## config.mk

```make
export PLATFORM = sky130hd
export DESIGN_NAME = cmyk_total_ink_coverage_check_core
export DESIGN_NICKNAME = d
export VERILOG_FILES = /design/src/rtl/tic_pkg.sv /design/src/rtl/cmyk_total_ink_coverage_check_core.sv
export SDC_FILE = /design/constraint.sdc
export NUM_CORES = 1
export LEC_CHECK = 0
export ABC_AREA = 0
export BUFFER_PORTS_ARGS = -buffer_cell sky130_fd_sc_hd__buf_2
export CORE_MARGIN = 10
export CORE_UTILIZATION = 65
export DETAILED_ROUTE_END_ITERATION = 8
export PLACE_DENSITY = 0.89
export SETUP_SLACK_MARGIN = 0.1
export SLEW_MARGIN = 20
export SYNTH_ARGS = -nofsm -noshare
export SYNTH_HDL_FRONTEND = slang
export SYNTH_SLANG_ARGS = --single-unit
```

## constraint.sdc

```tcl
create_clock -name aclk -period 14.4 [get_ports aclk]
set_clock_uncertainty 0.2 [all_clocks]
set_input_delay 1.44 -clock aclk [delete_from_list [all_inputs] [get_ports aclk]]
set_output_delay 1.44 -clock aclk [all_outputs]
set_load 0.02 [all_outputs]
```

## src/rtl/tic_pkg.sv

```systemverilog
// ----------------------------------------------------------------------------
// tic_pkg
// Types and constants shared by the total ink coverage check.
// ----------------------------------------------------------------------------
`default_nettype none

package tic_pkg;

    // Register map, indexed by paddr[3:2].
    typedef enum logic [1:0] {
        REG_LIMIT  = 2'd0,
        REG_STEP   = 2'd1,
        REG_WIDTH  = 2'd2,
        REG_HEIGHT = 2'd3
    } reg_idx_t;

    // Page verdict codes.
    typedef enum logic [1:0] {
        VERDICT_NONE     = 2'd0,
        VERDICT_OK       = 2'd1,
        VERDICT_NEAR     = 2'd2,
        VERDICT_EXCEEDED = 2'd3
    } verdict_t;

    localparam int LIMIT_W = 9;
    localparam int STEP_W  = 8;
    localparam int DIM_W   = 16;
    localparam int SUM_W   = 10;

    // Exact compare widths and scale factors.
    // Exceeded: sum*10000 > 25500*limit + 255.
    // Near:     sum*1000  > 2295*limit.
    localparam int OVER_W = 24;
    localparam int NEAR_W = 21;

    localparam logic [OVER_W-1:0] OVER_SUM_SCALE   = 24'd10000;
    localparam logic [OVER_W-1:0] OVER_LIMIT_SCALE = 24'd25500;
    localparam logic [OVER_W-1:0] OVER_LIMIT_BIAS  = 24'd255;
    localparam logic [NEAR_W-1:0] NEAR_SUM_SCALE   = 21'd1000;
    localparam logic [NEAR_W-1:0] NEAR_LIMIT_SCALE = 21'd2295;

    localparam logic [LIMIT_W-1:0] LIMIT_RESET  = 9'd300;
    localparam logic [STEP_W-1:0]  STEP_RESET   = 8'd10;
    localparam logic [DIM_W-1:0]   WIDTH_RESET  = 16'd1;
    localparam logic [DIM_W-1:0]   HEIGHT_RESET = 16'd1;

endpackage

`default_nettype wire

```

## src/rtl/cmyk_total_ink_coverage_check_core.sv

```systemverilog
// ----------------------------------------------------------------------------
// cmyk_total_ink_coverage_check_core
// Samples CMYK pixels on a stride grid and reports the page ink verdict.
// ----------------------------------------------------------------------------
// Usage:
// Pixels of the page's images arrive in raster order on the slave stream.
// Each transaction carries the four ink bytes in s_tdata, s_tuser set when
// it holds a pixel, and s_tlast on the last transaction of the page. A
// transaction with s_tuser low and s_tlast high is a bare page-end marker.
// Only the page-end transaction produces a result: the verdict and the
// largest sampled ink sum, sent on the master stream.
// Image size, sampling stride and limit are set over the APB port; the
// user must write them only while the block is idle, which the block does
// not enforce. The position counters wrap to a new image after the last
// pixel of the last row, and a page end clears all page state.
// A result passes the input register, then the processing stage into
// the result register. One transaction is accepted per cycle unless a
// page-end one waits; position, maximum and stop flag update per pixel.
// When the receiver stalls, the result register holds its transaction and
// pixels keep flowing; only a page-end transaction waits in the input
// register until the result register is free.
// Reset (aresetn low, synchronous) empties both registers, clears the page
// state and loads the register defaults: limit 300, step 10, size 1 by 1.
// ----------------------------------------------------------------------------
`default_nettype none

module cmyk_total_ink_coverage_check_core
    import tic_pkg::*;
(
    input  wire logic        aclk,
    input  wire logic        aresetn,

    // APB configuration port
    input  wire logic        psel,
    input  wire logic        penable,
    input  wire logic        pwrite,
    input  wire logic [3:0]  paddr,
    input  wire logic [31:0] pwdata,
    output logic      [31:0] prdata,
    output logic             pready,

    // Pixel stream
    input  wire logic        s_tvalid,
    output logic             s_tready,
    input  wire logic [31:0] s_tdata,   // cyan[7:0], magenta[15:8], yellow[23:16], black[31:24]
    input  wire logic        s_tuser,   // pixel_valid
    input  wire logic        s_tlast,   // page_end

    // Verdict stream
    output logic             m_tvalid,
    input  wire logic        m_tready,
    output logic      [15:0] m_tdata    // verdict[1:0], max_ink_sum[11:2], zero[15:12]
);

    // ------------------------------------------------------------------
    // Configuration registers
    // ------------------------------------------------------------------
    logic [LIMIT_W-1:0] limit_reg;
    logic [STEP_W-1:0]  step_reg;
    logic [DIM_W-1:0]   width_reg;
    logic [DIM_W-1:0]   height_reg;

    logic     cfg_write;
    reg_idx_t cfg_idx;

    assign pready    = 1'b1;
    assign cfg_write = psel && penable && pwrite;
    assign cfg_idx   = reg_idx_t'(paddr[3:2]);

    always_comb begin
        unique case (cfg_idx)
            REG_LIMIT:  prdata = {23'd0, limit_reg};
            REG_STEP:   prdata = {24'd0, step_reg};
            REG_WIDTH:  prdata = {16'd0, width_reg};
            REG_HEIGHT: prdata = {16'd0, height_reg};
        endcase
    end

    always_ff @(posedge aclk) begin
        if (!aresetn) begin
            limit_reg  <= LIMIT_RESET;
            step_reg   <= STEP_RESET;
            width_reg  <= WIDTH_RESET;
            height_reg <= HEIGHT_RESET;
        end else if (cfg_write) begin
            unique case (cfg_idx)
                REG_LIMIT:  limit_reg  <= pwdata[LIMIT_W-1:0];
                REG_STEP:   step_reg   <= pwdata[STEP_W-1:0];
                REG_WIDTH:  width_reg  <= pwdata[DIM_W-1:0];
                REG_HEIGHT: height_reg <= pwdata[DIM_W-1:0];
            endcase
        end
    end

    // Last index of each counter; a zero setting behaves as one.
    logic [STEP_W-1:0] stride_last;
    logic [DIM_W-1:0]  col_last;
    logic [DIM_W-1:0]  row_last;

    assign stride_last = (step_reg == '0)   ? '0 : step_reg - 1'b1;
    assign col_last    = (width_reg == '0)  ? '0 : width_reg - 1'b1;
    assign row_last    = (height_reg == '0) ? '0 : height_reg - 1'b1;

    // Threshold terms use the limit only, kept static while busy by the user, not the block.
    logic [OVER_W-1:0] over_rhs;
    logic [NEAR_W-1:0] near_rhs;

    assign over_rhs = OVER_W'(limit_reg) * OVER_LIMIT_SCALE + OVER_LIMIT_BIAS;
    assign near_rhs = NEAR_W'(limit_reg) * NEAR_LIMIT_SCALE;

    // ------------------------------------------------------------------
    // Input register
    // ------------------------------------------------------------------
    logic        in_valid_reg;
    logic        in_pixel_reg;
    logic        in_last_reg;
    logic [31:0] in_data_reg;

    logic out_free;
    logic fire;

    assign out_free = !m_tvalid || m_tready;
    // A page-end transaction may only leave when the result slot is free.
    assign fire     = in_valid_reg && (!in_last_reg || out_free);
    assign s_tready = !in_valid_reg || fire;

    always_ff @(posedge aclk) begin
        if (!aresetn) begin
            in_valid_reg <= 1'b0;
        end else if (s_tready) begin
            in_valid_reg <= s_tvalid;
        end
    end

    always_ff @(posedge aclk) begin
        if (s_tready && s_tvalid) begin
            in_pixel_reg <= s_tuser;
            in_last_reg  <= s_tlast;
            in_data_reg  <= s_tdata;
        end
    end

    // ------------------------------------------------------------------
    // Processing stage: sampling, page maximum, position advance
    // ------------------------------------------------------------------
    logic [DIM_W-1:0]  col_reg,       col_next;
    logic [DIM_W-1:0]  row_reg,       row_next;
    logic [STEP_W-1:0] col_phase_reg, col_phase_next;
    logic [STEP_W-1:0] row_phase_reg, row_phase_next;
    logic [SUM_W-1:0]  max_reg,       max_next;
    logic              stopped_reg,   stopped_next;
    logic              seen_reg,      seen_next;

    logic              m_tvalid_reg, m_tvalid_next;
    logic [15:0]       m_tdata_reg,  m_tdata_next;

    logic [SUM_W-1:0]  ink_sum;
    logic              sample;
    logic              over_sum, over_cur, near_sum, near_cur;
    logic              over_new, near_new;
    verdict_t          verdict;

    assign ink_sum = SUM_W'(in_data_reg[7:0]) + SUM_W'(in_data_reg[15:8])
                   + SUM_W'(in_data_reg[23:16]) + SUM_W'(in_data_reg[31:24]);

    assign sample = in_pixel_reg && !stopped_reg
                 && (col_phase_reg == '0) && (row_phase_reg == '0);

    // The compares are monotone in the sum, so the test on the new maximum
    // splits into the test on the sample and the test on the old maximum.
    assign over_sum = (OVER_W'(ink_sum) * OVER_SUM_SCALE) > over_rhs;
    assign over_cur = (OVER_W'(max_reg) * OVER_SUM_SCALE) > over_rhs;
    assign near_sum = (NEAR_W'(ink_sum) * NEAR_SUM_SCALE) > near_rhs;
    assign near_cur = (NEAR_W'(max_reg) * NEAR_SUM_SCALE) > near_rhs;

    assign over_new = over_cur || (sample && over_sum);
    assign near_new = near_cur || (sample && near_sum);

    always_comb begin
        col_next       = col_reg;
        row_next       = row_reg;
        col_phase_next = col_phase_reg;
        row_phase_next = row_phase_reg;
        max_next       = max_reg;
        stopped_next   = stopped_reg;
        seen_next      = seen_reg;
        verdict        = VERDICT_NONE;

        if (fire && in_pixel_reg) begin
            seen_next = 1'b1;
            if (sample) begin
                if (ink_sum > max_reg) begin
                    max_next = ink_sum;
                end
                if (over_new) begin
                    stopped_next = 1'b1;
                end
            end

            if (col_reg >= col_last) begin
                col_next       = '0;
                col_phase_next = '0;
                if (row_reg >= row_last) begin
                    // End of image: start the next one afresh.
                    row_next       = '0;
                    row_phase_next = '0;
                    stopped_next   = 1'b0;
                end else begin
                    row_next       = row_reg + 1'b1;
                    row_phase_next = (row_phase_reg >= stride_last) ? '0
                                                                    : row_phase_reg + 1'b1;
                end
            end else begin
                col_next       = col_reg + 1'b1;
                col_phase_next = (col_phase_reg >= stride_last) ? '0
                                                                : col_phase_reg + 1'b1;
            end
        end

        if (!seen_next) begin
            verdict = VERDICT_NONE;
        end else if (over_new) begin
            verdict = VERDICT_EXCEEDED;
        end else if (near_new) begin
            verdict = VERDICT_NEAR;
        end else begin
            verdict = VERDICT_OK;
        end

        // Result register: load on page end, otherwise drain when taken.
        m_tvalid_next = m_tvalid_reg;
        m_tdata_next  = m_tdata_reg;
        if (fire && in_last_reg) begin
            m_tvalid_next = 1'b1;
            m_tdata_next  = {4'd0, (seen_next ? max_next : SUM_W'(0)), verdict};
        end else if (m_tready) begin
            m_tvalid_next = 1'b0;
        end

        // Page end clears the whole page, including a partial image.
        if (fire && in_last_reg) begin
            col_next       = '0;
            row_next       = '0;
            col_phase_next = '0;
            row_phase_next = '0;
            max_next       = '0;
            stopped_next   = 1'b0;
            seen_next      = 1'b0;
        end
    end

    always_ff @(posedge aclk) begin
        if (!aresetn) begin
            col_reg       <= '0;
            row_reg       <= '0;
            col_phase_reg <= '0;
            row_phase_reg <= '0;
            max_reg       <= '0;
            stopped_reg   <= 1'b0;
            seen_reg      <= 1'b0;
            m_tvalid_reg  <= 1'b0;
        end else begin
            col_reg       <= col_next;
            row_reg       <= row_next;
            col_phase_reg <= col_phase_next;
            row_phase_reg <= row_phase_next;
            max_reg       <= max_next;
            stopped_reg   <= stopped_next;
            seen_reg      <= seen_next;
            m_tvalid_reg  <= m_tvalid_next;
        end
    end

    always_ff @(posedge aclk) begin
        m_tdata_reg <= m_tdata_next;
    end

    assign m_tvalid = m_tvalid_reg;
    assign m_tdata  = m_tdata_reg;

endmodule

`default_nettype wire

```

* Word-level counts from Yosys, hierarchy flattened *
Cells that the tools add are included.

storage, ports and cells
  register bits after elaboration = 157
  bits in latches = 0
  RAM bits = 0
  ROM bits = 0
  word-level logic and storage cells = 102
  memories kept = 0

cells by class
  $add $sub $neg = 11
  $mul = 6
  div/mod/pow operators = 0
  $lt $le $gt $ge = 9
  equal/unequal tests = 3
  shift-type cells = 0
  mux-type cells = 22
  bitwise logic cells = 1
  reduce and logical (&&, ||, !) cells = 33

operators with widths
  operator                                              count
  case mux 32 bit (4 select lines)                      1
  two-way mux 16 bit                                    4
  greater-than comparator 24 bit                        2
  greater-than comparator 20 x 21 -> 1 bit              2
  multiplier 10 x 10 -> 20 bit (second input constant)  2
  two-way mux 8 bit                                     5
  multiplier 10 x 7 -> 17 bit (second input constant)   2
  adder 16 x 1 -> 16 bit (second input constant)        2
  >= comparator 16 bit                                  2
  zero test 16 bit                                      2
  subtractor 16 x 1 -> 16 bit (second input constant)   2
  two-way mux 10 bit                                    3
  adder 24 x 8 -> 24 bit (second input constant)        1
  zero test 8 bit                                       3
  multiplier 9 x 13 -> 22 bit (second input constant)   1
  multiplier 9 x 12 -> 21 bit (second input constant)   1
  adder 8 x 1 -> 8 bit (second input constant)          2
  >= comparator 8 bit                                   2
  logical AND 1 bit                                     11
  adder 10 x 8 -> 10 bit                                1
  adder 9 x 8 -> 10 bit                                 1
  greater-than comparator 10 bit                        1
  AND reduction 2 bit                                   5
  adder 8 x 8 -> 9 bit                                  1
  other kinds (11)                                      26

* Longest topological paths before layout *
  depth in word-level cells = 11
  depth in mapped cells = 35

* Worst setup path before layout *
No wires, ideal clock.

  kind = reg2reg
  start = reg in_data_reg[10]
  end = reg m_tdata_reg[0] (netlist: m_tdata[0]), data pin
  library setup time = 263 ps
  arrival = 7581 ps
  data required time = 13937 ps
  slack = 6356 ps
  cell stages (with the launch flop) = 32
  cells stage by stage = edfxtp_1 > inv_1 > fa_1 > fa_1 > inv_1 > ha_1 > a21o_1 > a21oi_1 > o21bai_1 > a21oi_1 > o21ai_0 > xor2_1 > inv_1 > fa_1 > inv_1 > ha_1 > inv_1 > fa_1 > inv_1 > ha_1 > ha_1 > ha_1 > and3_1 > a2111oi_0 > or4_1 > nand4b_1 > ha_1 > nand4_1 > nor2_1 > a211oi_1 > o221a_2 > a21oi_1

between the ends
  longest elaborated chain between the ends = 9

ends and longest elaborated chain
  item                                      line                                       source
  from (decl)                               cmyk_total_ink_coverage_check_core.sv:117  logic [31:0] in_data_reg;
  from (signal assigned)                    cmyk_total_ink_coverage_check_core.sv:139  in_data_reg <= s_tdata;
  adder 8 x 8 -> 9 bit (*)                  cmyk_total_ink_coverage_check_core.sv:163  assign ink_sum = SUM_W'(in_data_reg[7:0]) + SUM_W'(in_data_reg[15:8])
  adder 9 x 8 -> 10 bit (*)                 cmyk_total_ink_coverage_check_core.sv:164  + SUM_W'(in_data_reg[23:16]) + SUM_W'(in_data_reg[31:24]);
  adder 10 x 8 -> 10 bit (*)                cmyk_total_ink_coverage_check_core.sv:164
  multiplier 10 x 7 -> 17 bit               cmyk_total_ink_coverage_check_core.sv:173  assign near_sum = (NEAR_W'(ink_sum) * NEAR_SUM_SCALE) > near_rhs;
  greater-than comparator 20 x 21 -> 1 bit  cmyk_total_ink_coverage_check_core.sv:173
  logical AND 1 bit                         cmyk_total_ink_coverage_check_core.sv:177  assign near_new = near_cur || (sample && near_sum);
  logical OR 1 bit                          cmyk_total_ink_coverage_check_core.sv:177
  two-way mux 2 bit                         cmyk_total_ink_coverage_check_core.sv:224  end else if (near_new) begin
  two-way mux 2 bit (*)                     cmyk_total_ink_coverage_check_core.sv:222  end else if (over_new) begin
  to (signal assigned)                      cmyk_total_ink_coverage_check_core.sv:275  m_tdata_reg <= m_tdata_next;
  to (decl)                                 cmyk_total_ink_coverage_check_core.sv:155  logic [15:0] m_tdata_reg, m_tdata_next;

Mark *: on every way between the ends. The rest lies on a longest branch, timed or not.
A chain may end at the register's enable or synchronous reset.

* Final worst setup path *
  start = reg in_data_reg[18]
  end = reg m_tdata_reg[0] (netlist: m_tdata[0]), data pin

between the ends
  longest elaborated chain between the ends = 8

ends and longest elaborated chain
  item                                      line
  adder 9 x 8 -> 10 bit (*)                 cmyk_total_ink_coverage_check_core.sv:164
  adder 10 x 8 -> 10 bit (*)                cmyk_total_ink_coverage_check_core.sv:164
  multiplier 10 x 7 -> 17 bit               cmyk_total_ink_coverage_check_core.sv:173
  greater-than comparator 20 x 21 -> 1 bit  cmyk_total_ink_coverage_check_core.sv:173
  logical AND 1 bit                         cmyk_total_ink_coverage_check_core.sv:177
  logical OR 1 bit                          cmyk_total_ink_coverage_check_core.sv:177
  two-way mux 2 bit                         cmyk_total_ink_coverage_check_core.sv:224
  two-way mux 2 bit (*)                     cmyk_total_ink_coverage_check_core.sv:222

Marks and branches as above.

==> out/metrics.yaml <==
cts_tree: "done"
synthFlopType: "dfxtp_1"
worstMarginPinSlew_ns: 1.09
gr-total-overflow: 0
grt_antenna_before_repair: 1
fillers: 2216
crit_cells: 31
yosysWarnings: 0
area_growth_pct: 6.85
post_cts_resized: 0
r2r_slack_ns: 4.58
yosysMostFrequentCell: "ha_1"
synth_top_cells_by_area: "ha_1 25%, fa_1 14%, dfxtp_1 11%"
htree_levels: 4
status: "completed"
rows: 65
dr.first_iter.drc_count: 1238
die_h_um: 199
largest_register_ffs: 32
drcViolationCount: 0
dp_hpwl_um: 42400
cp.required_ns: 14.37
syn_inst: 2302
arrival_ns: 9.78
critical_path_buf_inv_count: 6
start_util: 0.658
grt_first_pass_wirelength_um: 84700
portBuffers: 88
netlist_area_um2: 20800
cp-end-kind: "flop"
drv_cap: 0
clockBufferDepth: 2
cts_sinks: 157
drt-total-wl_um: 52100
core-area_um2: 31600
crit_type: "flop to flop"
post_cts_buffers: 0
setup_viol: 0
multi_input_area_um2: 15700
maxSlewHeadroom: 0.273
fmax_ghz: 0.102
rsz0062_at_grt: "false"
clk_pin_slew_ns: 0.08
globalplace.congestion: 0.972
clock-root-buffer: "clkbuf_16"
yosys.area.top_type_share: 0.251
yosys-top-cells-count: "417 x ha_1, 338 x inv_1, 185 x nand2_1"
ctsHoldBuffers: 0
period_minus_slack_ns: 9.82
viasPerCell: 6.08
hold_class: "flop to flop"
final_antenna_net_count: 0
final_hold_viol_count: 0
ys_async_sr_fraction: 0
synth_edf_count: 46
register_area_um2: 3600
fp.dieW_um: 199
num-nets-final: 3021
io_pins: 128
critPathLaunchType: "flop"
cp_slowest_stage_delay_ns: 0.90
grt_max_degree: 54
syn_avg_cell_area_um2: 9.03
synth_cell_type_count: 75
synth_seq_cells: 157
finalMaxSlewViolations: 0
drive_gt1_frac: 0.0707
ys_seq_area_frac: 0.173
cts_made_buffers: 17
fin_crit_sh: 0.682
clock_latency_ns: 0.47
hold-path-cell-count: 2
num_vias: 16986
setup-tns-final_ns: 0
track_usage: 0.266
yosysTopAreaCell: "ha_1"
dieArea_um2: 39500
grt_pass1_vias: 17546
reg2reg_depth: 31
wl_per_cell_um: 18.7
dr.pass1.iters: 5
cp_top_family: "adder cells"
worstPathMaxFanout: 7
cp_slowest_cell: "a2111oi_0"
metal layers:
metal / up-vias / part of all wire / GRT usage
met5: - / 0 / 0
met4: 0 / 0.048 / 0.142
met3: 163 / 0.055 / 0.0455
met2: 586 / 0.50 / 0.469
met1: 8211 / 0.39 / 0.301
li1: 8026 / - / -
worst reg2reg max path, delay by kind of cell (launching register included):
| family | cells | cell delay [ns] |
|---|---|---|
| fa+ha+maj | 10 | 4.04 |
| compound gates | 9 | 2.58 |
| simple gates | 5 | 0.84 |
| xor+xnor | 1 | 0.77 |
| buf+inv | 6 | 0.71 |
| flops | 1 | 0.38 |
layout make-up:
| class | count | share of cell area |
|---|---|---|
| diodes | 1 | 0.000113 |
| clock buffers | 17 | 0.0192 |
| repair buffers | 95 | 0.0231 |
| inverters | 338 | 0.0571 |
| multi-input cells | 1768 | 0.708 |
| clock inverters | 15 | 0.00750 |
| well taps | 402 | 0.0227 |
| flip-flops and latches | 157 | 0.162 |
worst paths after layout:
check	start	to
worst min register to register	stopped_reg	stopped_reg
worst max register to register	in_data_reg[18]	m_tdata[0]
worst min-delay path	stopped_reg	stopped_reg
worst max-delay path	in_data_reg[18]	m_tdata[0]
kinds of logic after synthesis:
logic type,synth area share
flops,0.173
fa+ha+maj,0.396
buf+inv,0.0754
simple gates,0.138
compound gates,0.127
xor+xnor,0.0682
mux,0.0217
other cells,0.000361
per-stage QoR:
stage          utilization  setup WS, ns  cell area (µm²)  instances  hold slack, ns
2_1_floorplan            -          6.36            20900       2321           0.225
3_3_place_gp         0.683          4.96            21600       2759           0.238
3_5_place_dp         0.684          4.72            21600       2759           0.244
4_1_cts              0.702          4.66            22200       2791           0.258
5_1_grt              0.704          3.98            22200       2793           0.290
6_report             0.704          4.58            22200       2793           0.255
cells in the final DEF, fill, tap and decap left out, drive strengths merged, types with 5 or more instances in the layout:
cell type    n
fa         150
a21boi      41
mux2i       26
o21ai       65
buf         95
and3        17
a21o        53
a31oi       18
nand2b      21
or2         10
nand3       46
xor2        62
nor4        25
a31o         6
xnor2       99
clkinv       5
nor2       132
nor3        48
o21a        19
a211oi      15
dfxtp      111
ha         417
conb        21
and2        12
o21bai      11
nand4       26
or4          7
mux4         8
inv        348
nand3b       6
o211ai      25
clkbuf      17
a21oi       89
edfxtp      46
nor2b       32
or3         11
nand2      185
Power is left out: the tool's default activity adds up to more than one toggle a clock period on the data nets, which glitch-free logic cannot reach.
